$ cat src/hw/rtl/edts_pkg.sv
`timescale 1ns / 1ps

package edts_pkg;

   // Field widths of the request and response beats
   localparam int ACTION_W = 2;
   localparam int FLOOR_W  = 5;
   localparam int STATE_W  = 2;
   localparam int TARGET_W = 5;

   // Default number of served floors
   localparam int FLOORS_DEFAULT = 16;

   // Request actions
   localparam logic [ACTION_W-1:0] ACT_CAR    = 2'd0;
   localparam logic [ACTION_W-1:0] ACT_UP     = 2'd1;
   localparam logic [ACTION_W-1:0] ACT_DOWN   = 2'd2;
   localparam logic [ACTION_W-1:0] ACT_DECIDE = 2'd3;

   // Car motion states
   localparam logic [STATE_W-1:0] ST_UP     = 2'd0;
   localparam logic [STATE_W-1:0] ST_DOWN   = 2'd1;
   localparam logic [STATE_W-1:0] ST_VACANT = 2'd2;
   localparam logic [STATE_W-1:0] ST_PAUSE  = 2'd3;

   // Outcome of one decision, handed from the decision logic to the top level
   typedef struct packed {
      logic [TARGET_W-1:0] target;
      logic                announced;
      logic                idle;
   } edts_result_type;

endpackage

$ cat src/hw/rtl/edts_decide.sv
`timescale 1ns / 1ps

module edts_decide #(
   parameter int FLOORS = edts_pkg::FLOORS_DEFAULT
) (
   input  logic [edts_pkg::ACTION_W-1:0] action,
   input  logic [edts_pkg::FLOOR_W-1:0]  button_floor,
   input  logic [edts_pkg::STATE_W-1:0]  car_state,
   input  logic [edts_pkg::STATE_W-1:0]  previous_state,
   input  logic [edts_pkg::FLOOR_W-1:0]  current_floor,
   input  logic [FLOORS-1:0]             car_map,
   input  logic [FLOORS-1:0]             up_map,
   input  logic [FLOORS-1:0]             down_map,
   input  logic                          idle_flag,
   input  logic [edts_pkg::TARGET_W-1:0] last_target,
   output logic [FLOORS-1:0]             car_map_next,
   output logic [FLOORS-1:0]             up_map_next,
   output logic [FLOORS-1:0]             down_map_next,
   output edts_pkg::edts_result_type     result
);
   import edts_pkg::*;

   // Floor numbers up to FLOORS need this many bits; compare at least at field width
   localparam int NUM_W = $clog2(FLOORS + 1);
   localparam int CMP_W = (NUM_W > FLOOR_W) ? NUM_W : FLOOR_W;

   logic [CMP_W-1:0]  cur_ext;
   logic [CMP_W-1:0]  btn_ext;
   logic [FLOORS-1:0] cur_bit;
   logic [FLOORS-1:0] btn_bit;
   logic [FLOORS-1:0] ge_mask;
   logic [FLOORS-1:0] gt_mask;
   logic [FLOORS-1:0] le_mask;
   logic [FLOORS-1:0] lt_mask;
   logic              cur_above_one;
   logic              cur_below_top;

   // Lowest floor with a bit set, zero when none
   function automatic logic [CMP_W-1:0] find_low(input logic [FLOORS-1:0] m);
      logic [CMP_W-1:0] r;
      r = '0;
      for (int i = FLOORS - 1; i >= 0; i--) begin
         if (m[i]) begin
            r = CMP_W'(i + 1);
         end
      end
      return r;
   endfunction

   // Highest floor with a bit set, zero when none
   function automatic logic [CMP_W-1:0] find_high(input logic [FLOORS-1:0] m);
      logic [CMP_W-1:0] r;
      r = '0;
      for (int i = 0; i < FLOORS; i++) begin
         if (m[i]) begin
            r = CMP_W'(i + 1);
         end
      end
      return r;
   endfunction

   assign cur_ext       = CMP_W'(current_floor);
   assign btn_ext       = CMP_W'(button_floor);
   assign cur_above_one = cur_ext > CMP_W'(1);
   assign cur_below_top = cur_ext < CMP_W'(FLOORS);

   // Build per-floor masks relative to the car and the pressed button
   always_comb begin
      for (int i = 0; i < FLOORS; i++) begin
         cur_bit[i] = (CMP_W'(i + 1) == cur_ext);
         btn_bit[i] = (CMP_W'(i + 1) == btn_ext);
         ge_mask[i] = (CMP_W'(i + 1) >= cur_ext);
         gt_mask[i] = (CMP_W'(i + 1) >  cur_ext);
         le_mask[i] = (CMP_W'(i + 1) <= cur_ext);
         lt_mask[i] = (CMP_W'(i + 1) <  cur_ext);
      end
   end

   // Apply a press or a decision to the maps and pick the target
   always_comb begin
      logic [FLOORS-1:0] car_c;
      logic [FLOORS-1:0] up_c;
      logic [FLOORS-1:0] down_c;
      logic [CMP_W-1:0]  f;

      car_c            = car_map;
      up_c             = up_map;
      down_c           = down_map;
      f                = '0;
      result.target    = last_target;
      result.announced = 1'b0;
      result.idle      = idle_flag;

      case (action)
         ACT_CAR: begin
            car_c = car_map | btn_bit;
         end
         ACT_UP: begin
            up_c = up_map | btn_bit;
         end
         ACT_DOWN: begin
            down_c = down_map | btn_bit;
         end
         default: begin
            case (car_state)
               ST_UP: begin
                  f = find_low((up_map | car_map) & ge_mask);
                  if (f != '0) begin
                     result.target = f[TARGET_W-1:0];
                  end
               end
               ST_DOWN: begin
                  f = find_high((down_map | car_map) & le_mask);
                  if (f != '0) begin
                     result.target = f[TARGET_W-1:0];
                  end
               end
               ST_VACANT: begin
                  // Announce idle once and drop the current floor's calls
                  if (!idle_flag) begin
                     result.announced = 1'b1;
                     car_c            = car_map & ~cur_bit;
                     up_c             = up_map & ~cur_bit;
                     down_c           = down_map & ~cur_bit;
                  end
                  f             = find_low(car_c | up_c | down_c);
                  result.idle   = (f == '0);
                  result.target = f[TARGET_W-1:0];
               end
               default: begin
                  car_c = car_map & ~cur_bit;
                  case (previous_state)
                     ST_UP: begin
                        // Serve calls above first, then reverse
                        up_c = up_map & ~cur_bit;
                        f    = find_low((car_c | up_c) & gt_mask);
                        if (f == '0 && cur_above_one) begin
                           f = find_high((down_map | car_c) & le_mask);
                        end
                        result.target = f[TARGET_W-1:0];
                     end
                     ST_DOWN: begin
                        // Serve calls below first, then reverse
                        down_c = down_map & ~cur_bit;
                        if (cur_above_one) begin
                           f = find_high((down_c | car_c) & lt_mask);
                        end
                        if (f != '0) begin
                           result.target = f[TARGET_W-1:0];
                        end else if (cur_below_top) begin
                           f             = find_low((car_c | up_map) & ge_mask);
                           result.target = f[TARGET_W-1:0];
                        end
                     end
                     ST_PAUSE: begin
                        up_c          = up_map & ~cur_bit;
                        down_c        = down_map & ~cur_bit;
                        result.target = '0;
                     end
                     default: begin
                        // After vacant: keep the target
                     end
                  endcase
               end
            endcase
         end
      endcase

      car_map_next  = car_c;
      up_map_next   = up_c;
      down_map_next = down_c;
   end

endmodule

$ cat src/hw/rtl/elevator_direction_target_select.sv
`timescale 1ns / 1ps

// Channel   Direction  Handshake              Payload
// req_      in         req_valid / req_stall  action, button_floor, car_state,
//                                             previous_state, current_floor
// rsp_      out        rsp_valid / rsp_stall  target_floor, idle_announced
//
// One request beat is taken every cycle unless req_stall is high. A beat waits in
// the input register, then the decision logic updates the request maps and, for a
// decide beat, loads the response register. Press beats give no response. A
// stalled response holds the decide beat behind it in the input register; press
// beats pass regardless.
// Synchronous reset clears the request maps, the idle flag and the target.

module elevator_direction_target_select #(
   parameter int FLOORS = edts_pkg::FLOORS_DEFAULT
) (
   input  logic                          clock,
   input  logic                          reset,
   input  logic                          req_valid,
   output logic                          req_stall,
   input  logic [edts_pkg::ACTION_W-1:0] req_action,
   input  logic [edts_pkg::FLOOR_W-1:0]  req_button_floor,
   input  logic [edts_pkg::STATE_W-1:0]  req_car_state,
   input  logic [edts_pkg::STATE_W-1:0]  req_previous_state,
   input  logic [edts_pkg::FLOOR_W-1:0]  req_current_floor,
   output logic                          rsp_valid,
   input  logic                          rsp_stall,
   output logic [edts_pkg::TARGET_W-1:0] rsp_target_floor,
   output logic                          rsp_idle_announced
);
   import edts_pkg::*;

   logic                s1_valid_ff, s1_valid_in;
   logic [ACTION_W-1:0] s1_action_ff;
   logic [FLOOR_W-1:0]  s1_button_ff;
   logic [STATE_W-1:0]  s1_state_ff;
   logic [STATE_W-1:0]  s1_prev_ff;
   logic [FLOOR_W-1:0]  s1_cur_ff;

   logic [FLOORS-1:0]   car_ff, car_in;
   logic [FLOORS-1:0]   up_ff, up_in;
   logic [FLOORS-1:0]   down_ff, down_in;
   logic                idle_ff;
   logic [TARGET_W-1:0] target_ff;

   logic                rsp_valid_ff, rsp_valid_in;
   logic [TARGET_W-1:0] rsp_target_ff;
   logic                rsp_announced_ff;

   edts_result_type     result;
   logic                out_free;
   logic                s1_decide;
   logic                s1_fire;
   logic                req_take;

   // Handshake: a decide beat moves on only when the response register frees up
   assign out_free  = !rsp_valid_ff || !rsp_stall;
   assign s1_decide = (s1_action_ff == ACT_DECIDE);
   assign s1_fire   = s1_valid_ff && (!s1_decide || out_free);
   assign req_stall = s1_valid_ff && !s1_fire;
   assign req_take  = req_valid && !req_stall;

   assign s1_valid_in  = req_take ? 1'b1 : (s1_fire ? 1'b0 : s1_valid_ff);
   assign rsp_valid_in = (s1_fire && s1_decide) ? 1'b1 :
                         (rsp_valid_ff && !rsp_stall) ? 1'b0 : rsp_valid_ff;

   edts_decide #(
      .FLOORS(FLOORS)
   ) u_decide (
      .action        (s1_action_ff),
      .button_floor  (s1_button_ff),
      .car_state     (s1_state_ff),
      .previous_state(s1_prev_ff),
      .current_floor (s1_cur_ff),
      .car_map       (car_ff),
      .up_map        (up_ff),
      .down_map      (down_ff),
      .idle_flag     (idle_ff),
      .last_target   (target_ff),
      .car_map_next  (car_in),
      .up_map_next   (up_in),
      .down_map_next (down_in),
      .result        (result)
   );

   // Control state: beat valids, request maps, idle flag, target
   always_ff @(posedge clock) begin
      if (reset) begin
         s1_valid_ff  <= 1'b0;
         rsp_valid_ff <= 1'b0;
         car_ff       <= '0;
         up_ff        <= '0;
         down_ff      <= '0;
         idle_ff      <= 1'b0;
         target_ff    <= '0;
      end else begin
         s1_valid_ff  <= s1_valid_in;
         rsp_valid_ff <= rsp_valid_in;
         if (s1_fire) begin
            car_ff    <= car_in;
            up_ff     <= up_in;
            down_ff   <= down_in;
            idle_ff   <= result.idle;
            target_ff <= result.target;
         end
      end
   end

   // Capture the request beat
   always_ff @(posedge clock) begin
      if (req_take) begin
         s1_action_ff <= req_action;
         s1_button_ff <= req_button_floor;
         s1_state_ff  <= req_car_state;
         s1_prev_ff   <= req_previous_state;
         s1_cur_ff    <= req_current_floor;
      end
   end

   // Load the response beat; hold it while stalled
   always_ff @(posedge clock) begin
      if (s1_fire && s1_decide) begin
         rsp_target_ff    <= result.target;
         rsp_announced_ff <= result.announced;
      end
   end

   assign rsp_valid          = rsp_valid_ff;
   assign rsp_target_floor   = rsp_target_ff;
   assign rsp_idle_announced = rsp_announced_ff;

endmodule

$ cat config.mk
export PLATFORM = sky130hd
export DESIGN_NAME = elevator_direction_target_select
export DESIGN_NICKNAME = d
export VERILOG_FILES = /design/src/hw/rtl/edts_pkg.sv /design/src/hw/rtl/edts_decide.sv /design/src/hw/rtl/elevator_direction_target_select.sv
export SDC_FILE = /design/constraint.sdc
export NUM_CORES = 1
export LEC_CHECK = 0
export BUFFER_PORTS_ARGS = -buffer_cell sky130_fd_sc_hd__buf_2
export CAP_MARGIN = 20
export CELL_PAD_IN_SITES_DETAIL_PLACEMENT = 1
export CELL_PAD_IN_SITES_GLOBAL_PLACEMENT = 1
export CORE_ASPECT_RATIO = 1.4
export CORE_UTILIZATION = 25
export CTS_BUF_LIST = sky130_fd_sc_hd__clkbuf_2
export DETAILED_ROUTE_END_ITERATION = 7
export PLACE_DENSITY = 0.49
export SYNTH_ARGS = -nofsm -noshare
export SYNTH_HDL_FRONTEND = slang
export SYNTH_HIERARCHICAL = 1
export SYNTH_SLANG_ARGS = --single-unit
$ cat constraint.sdc
create_clock -name clock -period 3.6 [get_ports clock]
set_clock_uncertainty 0.2 [all_clocks]
set_input_delay 0.36 -clock clock [delete_from_list [all_inputs] [get_ports clock]]
set_output_delay 0.36 -clock clock [all_outputs]
set_load 0.02 [all_outputs]
==> results of run 1 <==
power by group:
group / switching (W) / internal, W / leakage, nW
logic: 0.000493 / 0.000335 / 2.97
registers: 0.0000274 / 0.000926 / 0.663
clock network: 0.000367 / 0.000104 / 0.0622
flip-flops by register name, summed over array words and instances, names as in the netlist:
signal	flops
target_ff	5
up_ff	16
down_ff	16
s1_valid_ff	1
rsp_target_floor	5
s1_button_ff	5
s1_cur_ff	5
s1_prev_ff	2
car_ff	16
rsp_valid	1
rsp_idle_announced	1
s1_state_ff	2
idle_ff	1
s1_action_ff	2
worst max path at each step:
| stage | start | to | slack [ns] | cells past startpoint |
|---|---|---|---|---|
| floorplan | s1_cur_ff[3] | target_ff[0] | 0.63 | 12 |
| global placement | s1_cur_ff[2] | target_ff[0] | -0.20 | 12 |
| detailed placement | s1_cur_ff[3] | target_ff[0] | -0.12 | 14 |
| CTS | s1_cur_ff[2] | target_ff[0] | 0.006 | 12 |
| global route | s1_cur_ff[4] | target_ff[4] | -0.08 | 13 |
| finish | s1_cur_ff[4] | target_ff[1] | 0.009 | 13 |
kinds of logic (layout without fill, tap and decap cells):
| family | Yosys count | after routing |
|---|---|---|
| flip-flops | 78 | 78 |
| AO/OA/AOI/OAI | 444 | 444 |
| buffers and inverters | 115 | 252 |
| AND/OR/NAND/NOR | 475 | 475 |
| adder cells (fa/ha/maj) | 8 | 8 |
| other | 0 | 2 |
per-layer routing:
metal	vias up	share of wire	global-route usage
li1	4534	-	-
met1	4998	0.42	0.313
met2	246	0.50	0.467
met3	105	0.024	0.0212
met4	0	0.056	0.156
met5	-	0	0
final cells by class:
class                      instances  area [µm²]  share of cell area
sequential                        78        1780               0.172
clock inverter                     2        12.5             0.00121
antenna                            2        5.00            0.000484
tap                              395         494              0.0478
timing repair buffer             220        1810               0.175
multi-input combinational        927        6100               0.590
inverter                          16        63.8             0.00617
clock buffer                      14        70.1             0.00677
what timing repair did:
item	CTS	global route
hold endpoints to repair	34	0
hold buffers	21	0
setup endpoints to repair	7	11
gates resized for setup	23	70
pin swaps	4	33
cloned	2	1
setup buffers	7	11
stage by stage:
| stage | power [W] | instances | hold slack [ns] |
|---|---|---|---|
| final | 0.00225 | 1654 | 0.154 |
| after global routing | 0.00236 | 1654 | 0.0826 |
| after CTS | 0.00223 | 1641 | 0.0563 |
| after detailed placement | 0.00167 | 1595 | 0.324 |
| after global placement | 0.00167 | 1595 | 0.312 |
| after floorplan | 0.00136 | 1120 | 0.241 |
critical path: cells and delay by family (launching register included):
family                 cells  cell delay (ns)
AO/OA/AOI/OAI              6             1.45
buffers and inverters      3             0.49
flip-flops                 1             0.55
AND/OR/NAND/NOR            4             0.85
synth_stat cells, drive strengths merged, types with 7 or more instances:
master  number  area share
a211oi      18       0.018
a21oi      108       0.067
a22oi       21       0.020
a31oi       11      0.0086
and2         8      0.0062
and3        24       0.019
buf         47       0.041
clkbuf      52       0.024
dfxtp       56        0.14
edfxtp      22       0.082
ha           8       0.012
inv         16      0.0075
nand2       64       0.030
nand2b      75       0.058
nand3       21       0.013
nand4        8      0.0062
nand4b      55       0.060
nor2        94       0.044
nor2b       13       0.010
nor3        44       0.029
nor4        15       0.014
o211ai      11       0.011
o21a         9      0.0084
o21ai      153       0.095
o22a         7      0.0076
o22ai       15       0.013
o311ai       7      0.0076
o31a         7      0.0076
o31ai       11       0.010
or2         15       0.012
or3         14       0.012
==> summary.txt, run 1 <==
Run status
  – Status: finished clean

Clock network
  – Worst-path clk slew: 0.24 ns
  – CTS tree: built
  – Clock sink count: 78
  – Num CTS Buffers: 9
  – CTS H-Tree Depth: 3
  – Root Driver: clkbuf_2
  – Clock Latency Late Sink: ~0.7 ns
  – Maximum clock insertion buffer count: 2

Worst setup path
  – Crit-path cells: buf_4 -> buf_16 -> a311oi_2 -> a2bb2oi_4 -> nand2_1 -> o21a_4 -> or4b_4 -> a211oi_4 -> nor4_1 -> a31oi_1 -> buf_4 -> nand4b_1 -> o21ai_1
  – Reg2reg start: s1_cur_ff[4]
  – Startpoint Class: register
  – Worst setup EP type: register
  – Crit path top cell by count: buf_4
  – Crit path arrival time: between 4 and 5 ns
  – Critical Path RT: 4.05 ns
  – R2R Path End: target_ff[1]
  – Crit path max fanout: 6
  – Register-to-register setup slack: 0.009 ns
  – CP max-delay cell: edfxtp_1
  – FF-to-FF path depth: 13
  – Worst path max stage delay: around 0.55 ns
  – Crit path kind: reg2reg

Route
  – Drt first pass iters: 5
  – DR vias: around 10k
  – Via-to-Cell Ratio: 5.98
  – Total routed wirelength: approximately 44000 µm
  – DRT iter0 DRCs: 511
  – Drt drc: 0
  – Routed len/inst: 26.5 µm
  – Antenna Nets Post-Route: 0

STA
  – Final min period: between 3 and 4 ns
  – Setup_tns: 0 ns
  – RSZ-0062 raised after global routing: yes
  – Final hold violations: 0
  – Worst-margin pin slew: 0.924 ns
  – Relative slew slack: 0.379
  – Final setup fails: 0
  – Max Slew Vio Count: 0
  – Final Worst Setup Slack: between 0.008 and 0.009 ns
  – Fin crit share: 0.998
  – Fmax: 278 MHz

Worst hold path
  – Hold Path Stages: 2
  – Hold Crit Endpoint: s1_cur_ff[3]
  – Hold Startpoint: req_current_floor[3]
  – Hold Crit Class: in2reg

Floorplan
  – Die W: 154 µm
  – Die Y: 214 µm
  – Row count: between 70 and 80
  – Die area: 32900 µm²
  – I/O pin cnt: 28
  – Starting Density: 0.255
  – Core area: around 32000 µm²

Synthesis
  – Mapped Area: 8050 µm²
  – Synth warn: 6
  – Sequential-to-total area share from yosys stat: 0.221
  – Post-synthesis adder-cell area fraction: 0.0124
  – FF+latch count, synth: 78
  – Gate Count Post-Synth: ~1.1k
  – Share of synthesized registers carrying an async set or reset: 0
  – Number of unique standard cell types used by synthesis: 87
  – Synth Area per Inst: between 7 and 8 µm²
  – Main combinational cell family by area after synthesis: compound AO/OA/AOI/OAI gates
  – Number of synthesized flops with an enable pin: 22
  – Xor/xnor share of the synthesized area: 0
  – Simple-gate area share of the yosys netlist: 0.342
  – Most used flip-flop cell after synthesis: dfxtp_1
  – Compound-Gate Fraction of Synth Area: 0.351
  – Post-synth net total: 1148
  – Mux share of post-synthesis cell area: 0

Finish
  – Leading cell type in the layout, fill and taps excluded: buf_4
  – Fin util: 0.327
  – Fillers: 3878
  – Final Net Count: 1280
  – Synth-to-layout area growth: 28.5%
  – Commonest cells after routing, fill and taps aside: buf_4 (160), a21oi_1 (104), nor2_1 (92), o21ai_0 (87), nand2b_1 (72)
  – Share of cells above drive strength 1: 0.253
  – Fin area: between 10000 and 15000 µm²

Placement
  – DP Wirelength: 33700 µm
  – Input/output buffers: 27
  – Final GP Congestion: ~0.96
  – Pre-CTS WS: -0.117 ns
  – Placed Instance Area: between 9000 and 10000 µm²

GRT
  – Number of global-route vias before repair: 10.2k
  – Largest net degree at the start of global routing: 56
  – Initial antenna violation count: 2
  – Wire length of the first global-routing pass: between 60000 and 70000 µm
  – Global-route usage over all layers: 0.265
  – Overflow after GRT: 0

Power and ir drop
  – PwrDens: about 220 nW/µm²
  – VDD IR max: between 0.1 and 0.15 mV
  – Pleak: 3.69 nW

Run
  – Max-cap violations: 0
No activity file was read; power rests on OpenSTA's default activity.
==> run 2, diff against run 1 <==
--- a/config.mk
+++ b/config.mk
@@ -13,7 +13,9 @@
 export CORE_UTILIZATION = 25
 export CTS_BUF_LIST = sky130_fd_sc_hd__clkbuf_2
 export DETAILED_ROUTE_END_ITERATION = 7
+export HOLD_SLACK_MARGIN = 0.05
 export PLACE_DENSITY = 0.49
+export SETUP_SLACK_MARGIN = 0.3
 export SYNTH_ARGS = -nofsm -noshare
 export SYNTH_HDL_FRONTEND = slang
 export SYNTH_HIERARCHICAL = 1
==> run 2 against run 1 <==
- combinational power increased by 5.6%
- global-route usage increased by 0.52 points
- critical endpoint unchanged
- worst setup slack improved by 0.0060 ns
- sequential power about the same
- non-clock buffer count increased by 13
- die area unchanged
- sequential cell count unchanged
- via count increased by 1.3%
- cell area increased by 2.8%
- largest power group unchanged
- fmax increased by 0.17%
- sequential share of layout area decreased by 0.47 points
- highest routed layer unchanged
- final cell count increased by 0.79%
==> summary.txt, run 2 (same netlist as run 1, synthesis figures left out) <==
Clock network
  – CTS tree: built (unchanged)
  – Num CTS Buffers: 9 (unchanged)
  – Clock sink count: 78 (unchanged)
  – Clock Latency Late Sink: 0.65 ns (was 0.69 ns)
  – Root Driver: clkbuf_2 (unchanged)
  – Worst-path clk slew: 0.24 ns (about the same)
  – CTS H-Tree Depth: 3 (unchanged)
  – Maximum clock insertion buffer count: 2 (unchanged)

Worst setup path
  – Startpoint Class: register (unchanged)
  – Reg2reg start: s1_cur_ff[4] (unchanged)
  – Register-to-register setup slack: 0.01 ns (was 0.009 ns)
  – R2R Path End: target_ff[1] (unchanged)
  – Worst path max stage delay: 0.86 ns (was 0.55 ns)
  – Crit-path cells: bufbuf_16 -> a311o_1 -> nor2_1 -> nor3_1 -> nand4_1 -> a31oi_2 -> o41ai_2 -> a31oi_1 -> buf_4 -> nand4b_1 -> o21ai_1 (was buf_4 -> buf_16 -> a311oi_2 -> a2bb2oi_4 -> nand2_1 -> o21a_4 -> or4b_4 -> a211oi_4 -> nor4_1 -> a31oi_1 -> buf_4 -> nand4b_1 -> o21ai_1)
  – Crit path kind: reg2reg (unchanged)
  – Crit path max fanout: 13 (was 6)
  – Worst setup EP type: register (unchanged)
  – CP max-delay cell: nor3_1 (was edfxtp_1)
  – Critical Path RT: 4.01 ns (was 4.05 ns)
  – Crit path arrival time: 4.00 ns (was 4.04 ns)
  – FF-to-FF path depth: 11 (was 13)

Floorplan
  – Row count: 77 (unchanged)
  – Die W: 154 µm (unchanged)
  – Core area: 31600 µm² (unchanged)
  – Die Y: 214 µm (unchanged)
  – I/O pin cnt: 28 (unchanged)
  – Die area: 32900 µm² (unchanged)
  – Starting Density: 0.255 (unchanged)

GRT
  – Global-route usage over all layers: 0.270 (was 0.265)
  – Overflow after GRT: 0 (unchanged)
  – Wire length of the first global-routing pass: 66600 µm (was 65400 µm)
  – Number of global-route vias before repair: 10.4k (was 10.2k)
  – Initial antenna violation count: 2 (unchanged)
  – Largest net degree at the start of global routing: 56 (unchanged)

Finish
  – Area of the multi-input gates: 6260 µm² (was 6100 µm²)
  – Biggest regs: car_ff (16), down_ff (16), up_ff (16) (unchanged)
  – Sequential standard cell area: 1780 µm² (unchanged)
  – Fillers: 3875 (was 3878)
  – Synth-to-layout area growth: 32.2% (was 28.5%)
  – Fin util: 0.337 (was 0.327)
  – Commonest cells after routing, fill and taps aside: buf_4 (164), a21oi_1 (102), nor2_1 (92), o21ai_0 (85), nand2b_1 (72) (was buf_4 (160), a21oi_1 (104), nor2_1 (92), o21ai_0 (87), nand2b_1 (72))
  – Leading cell type in the layout, fill and taps excluded: buf_4 (unchanged)
  – Final Non-Filler Cells: 1667 (was 1654)
  – Share of cells above drive strength 1: 0.276 (was 0.253)
  – Final Net Count: 1293 (was 1280)

STA
  – Fmax: 279 MHz (was 278 MHz)
  – Final hold violations: 0 (unchanged)
  – Worst-margin pin slew: 1.06 ns (was 0.924 ns)
  – Max Slew Vio Count: 0 (unchanged)
  – Setup_tns: 0 ns (unchanged)
  – Final min period: 3.59 ns (about the same)
  – Final setup fails: 0 (unchanged)
  – RSZ-0062 raised after global routing: yes (unchanged)
  – Fin crit share: 0.996 (was 0.998)
  – Relative slew slack: 0.289 (was 0.379)

Power and ir drop
  – PwrDens: 215 nW/µm² (was 218 nW/µm²)
  – Pleak: 3.82 nW (was 3.69 nW)
  – VDD IR max: 0.139 mV (was 0.137 mV)

Run
  – Max-cap violations: 0 (unchanged)

Route
  – Antenna Nets Post-Route: 0 (unchanged)
  – DRT iter0 DRCs: 570 (was 511)
  – Total routed wirelength: 44500 µm (was 43800 µm)
  – Via-to-Cell Ratio: 6.01 (was 5.98)
  – Drt first pass iters: 5 (unchanged)
  – Drt drc: 0 (unchanged)
  – DR vias: 10.0k (was 9883)
  – Routed len/inst: 26.7 µm (was 26.5 µm)

Worst hold path
  – Hold Crit Class: in2reg (unchanged)
  – Hold Startpoint: req_button_floor[0] (was req_current_floor[3])
  – Hold Path Stages: 2 (unchanged)
  – Hold Crit Endpoint: s1_button_ff[0] (was s1_cur_ff[3])

Placement
  – Final GP Congestion: 0.956 (unchanged)
  – Input/output buffers: 27 (unchanged)
  – Placed insts: 1595 (unchanged)
  – DP Wirelength: 33700 µm (unchanged)

Run status
  – Status: finished clean (unchanged)
==> run 2: cell count changes in the layout (fill, tap and decap cells not counted), moves of 3 or more <==
cell,delta
buf_4,+4
nor3_2,-3
a211oi_1,-3
a211oi_2,+3
buf_6,+9
==> run 2: cell type report <==
type	instances	area share
Clock buffer	14	0.00659
Sequential cell	78	0.168
Inverter	16	0.00600
Multi-Input combinational cell	927	0.589
Clock inverter	2	0.00118
Tap cell	395	0.0465
Timing Repair Buffer	233	0.183
Antenna cell	2	0.000471
==> run 2: critical path, delay by kind of cell, from the launching register on <==
kind                   cells  cell delay, ns
DFF                        1            0.55
and+or+nand+nor            4            1.33
buffers and inverters      2            0.49
AOI/OAI and AO/OA          5            0.95
==> run 2: report_power, final <==
part / leakage, nW / internal, W / switching, W
logic: 3.09 / 0.000361 / 0.000514
registers: 0.663 / 0.000926 / 0.0000279
clock network: 0.0622 / 0.000104 / 0.000358
total: 3.82 / 0.00139 / 0.000900
==> run 2: worst max-delay path by stage <==
stage            startpoint      endpoint  slack (ns)
4_1_cts        s1_cur_ff[3]  target_ff[0]         0.1
3_5_place_dp   s1_cur_ff[3]  target_ff[0]       -0.12
6_report       s1_cur_ff[4]  target_ff[1]        0.01
5_1_grt        s1_cur_ff[4]  target_ff[0]       -0.07
3_3_place_gp   s1_cur_ff[2]  target_ff[0]       -0.20
2_1_floorplan  s1_cur_ff[3]  target_ff[0]        0.63
==> run 2: timing repair <==
| item | in CTS | in global routing |
|---|---|---|
| hold buffers | 21 | 0 |
| pin swaps | 25 | 35 |
| cloned | 3 | 0 |
| setup buffers | 20 | 10 |
| endpoints found under the hold margin | 34 | 0 |
| endpoints found under the setup margin | 11 | 11 |
| resized for setup | 92 | 44 |
==> run 2: stage by stage <==
stage | setup slack [ns] | area, µm² | hold slack, ns | power (W)
2_1_floorplan | 0.628 | 8050 | 0.241 | 0.00136
3_3_place_gp | -0.202 | 9390 | 0.312 | 0.00167
3_5_place_dp | -0.117 | 9390 | 0.324 | 0.00167
4_1_cts | 0.0990 | 10300 | 0.0563 | 0.00228
5_1_grt | -0.0658 | 10600 | 0.0878 | 0.00241
6_report | 0.0146 | 10600 | 0.194 | 0.00229
==> run 2: routing by layer <==
| metal | wire (µm) | share of wire | GRT usage | vias to the layer above |
|---|---|---|---|---|
| met5 | 0 | 0 | 0 | - |
| met2 | 22300 | 0.50 | 0.473 | 257 |
| met3 | 1170 | 0.026 | 0.0208 | 103 |
| met1 | 18300 | 0.41 | 0.316 | 5095 |
| li1 | - | - | - | 4561 |
| met4 | 2660 | 0.060 | 0.176 | 0 |
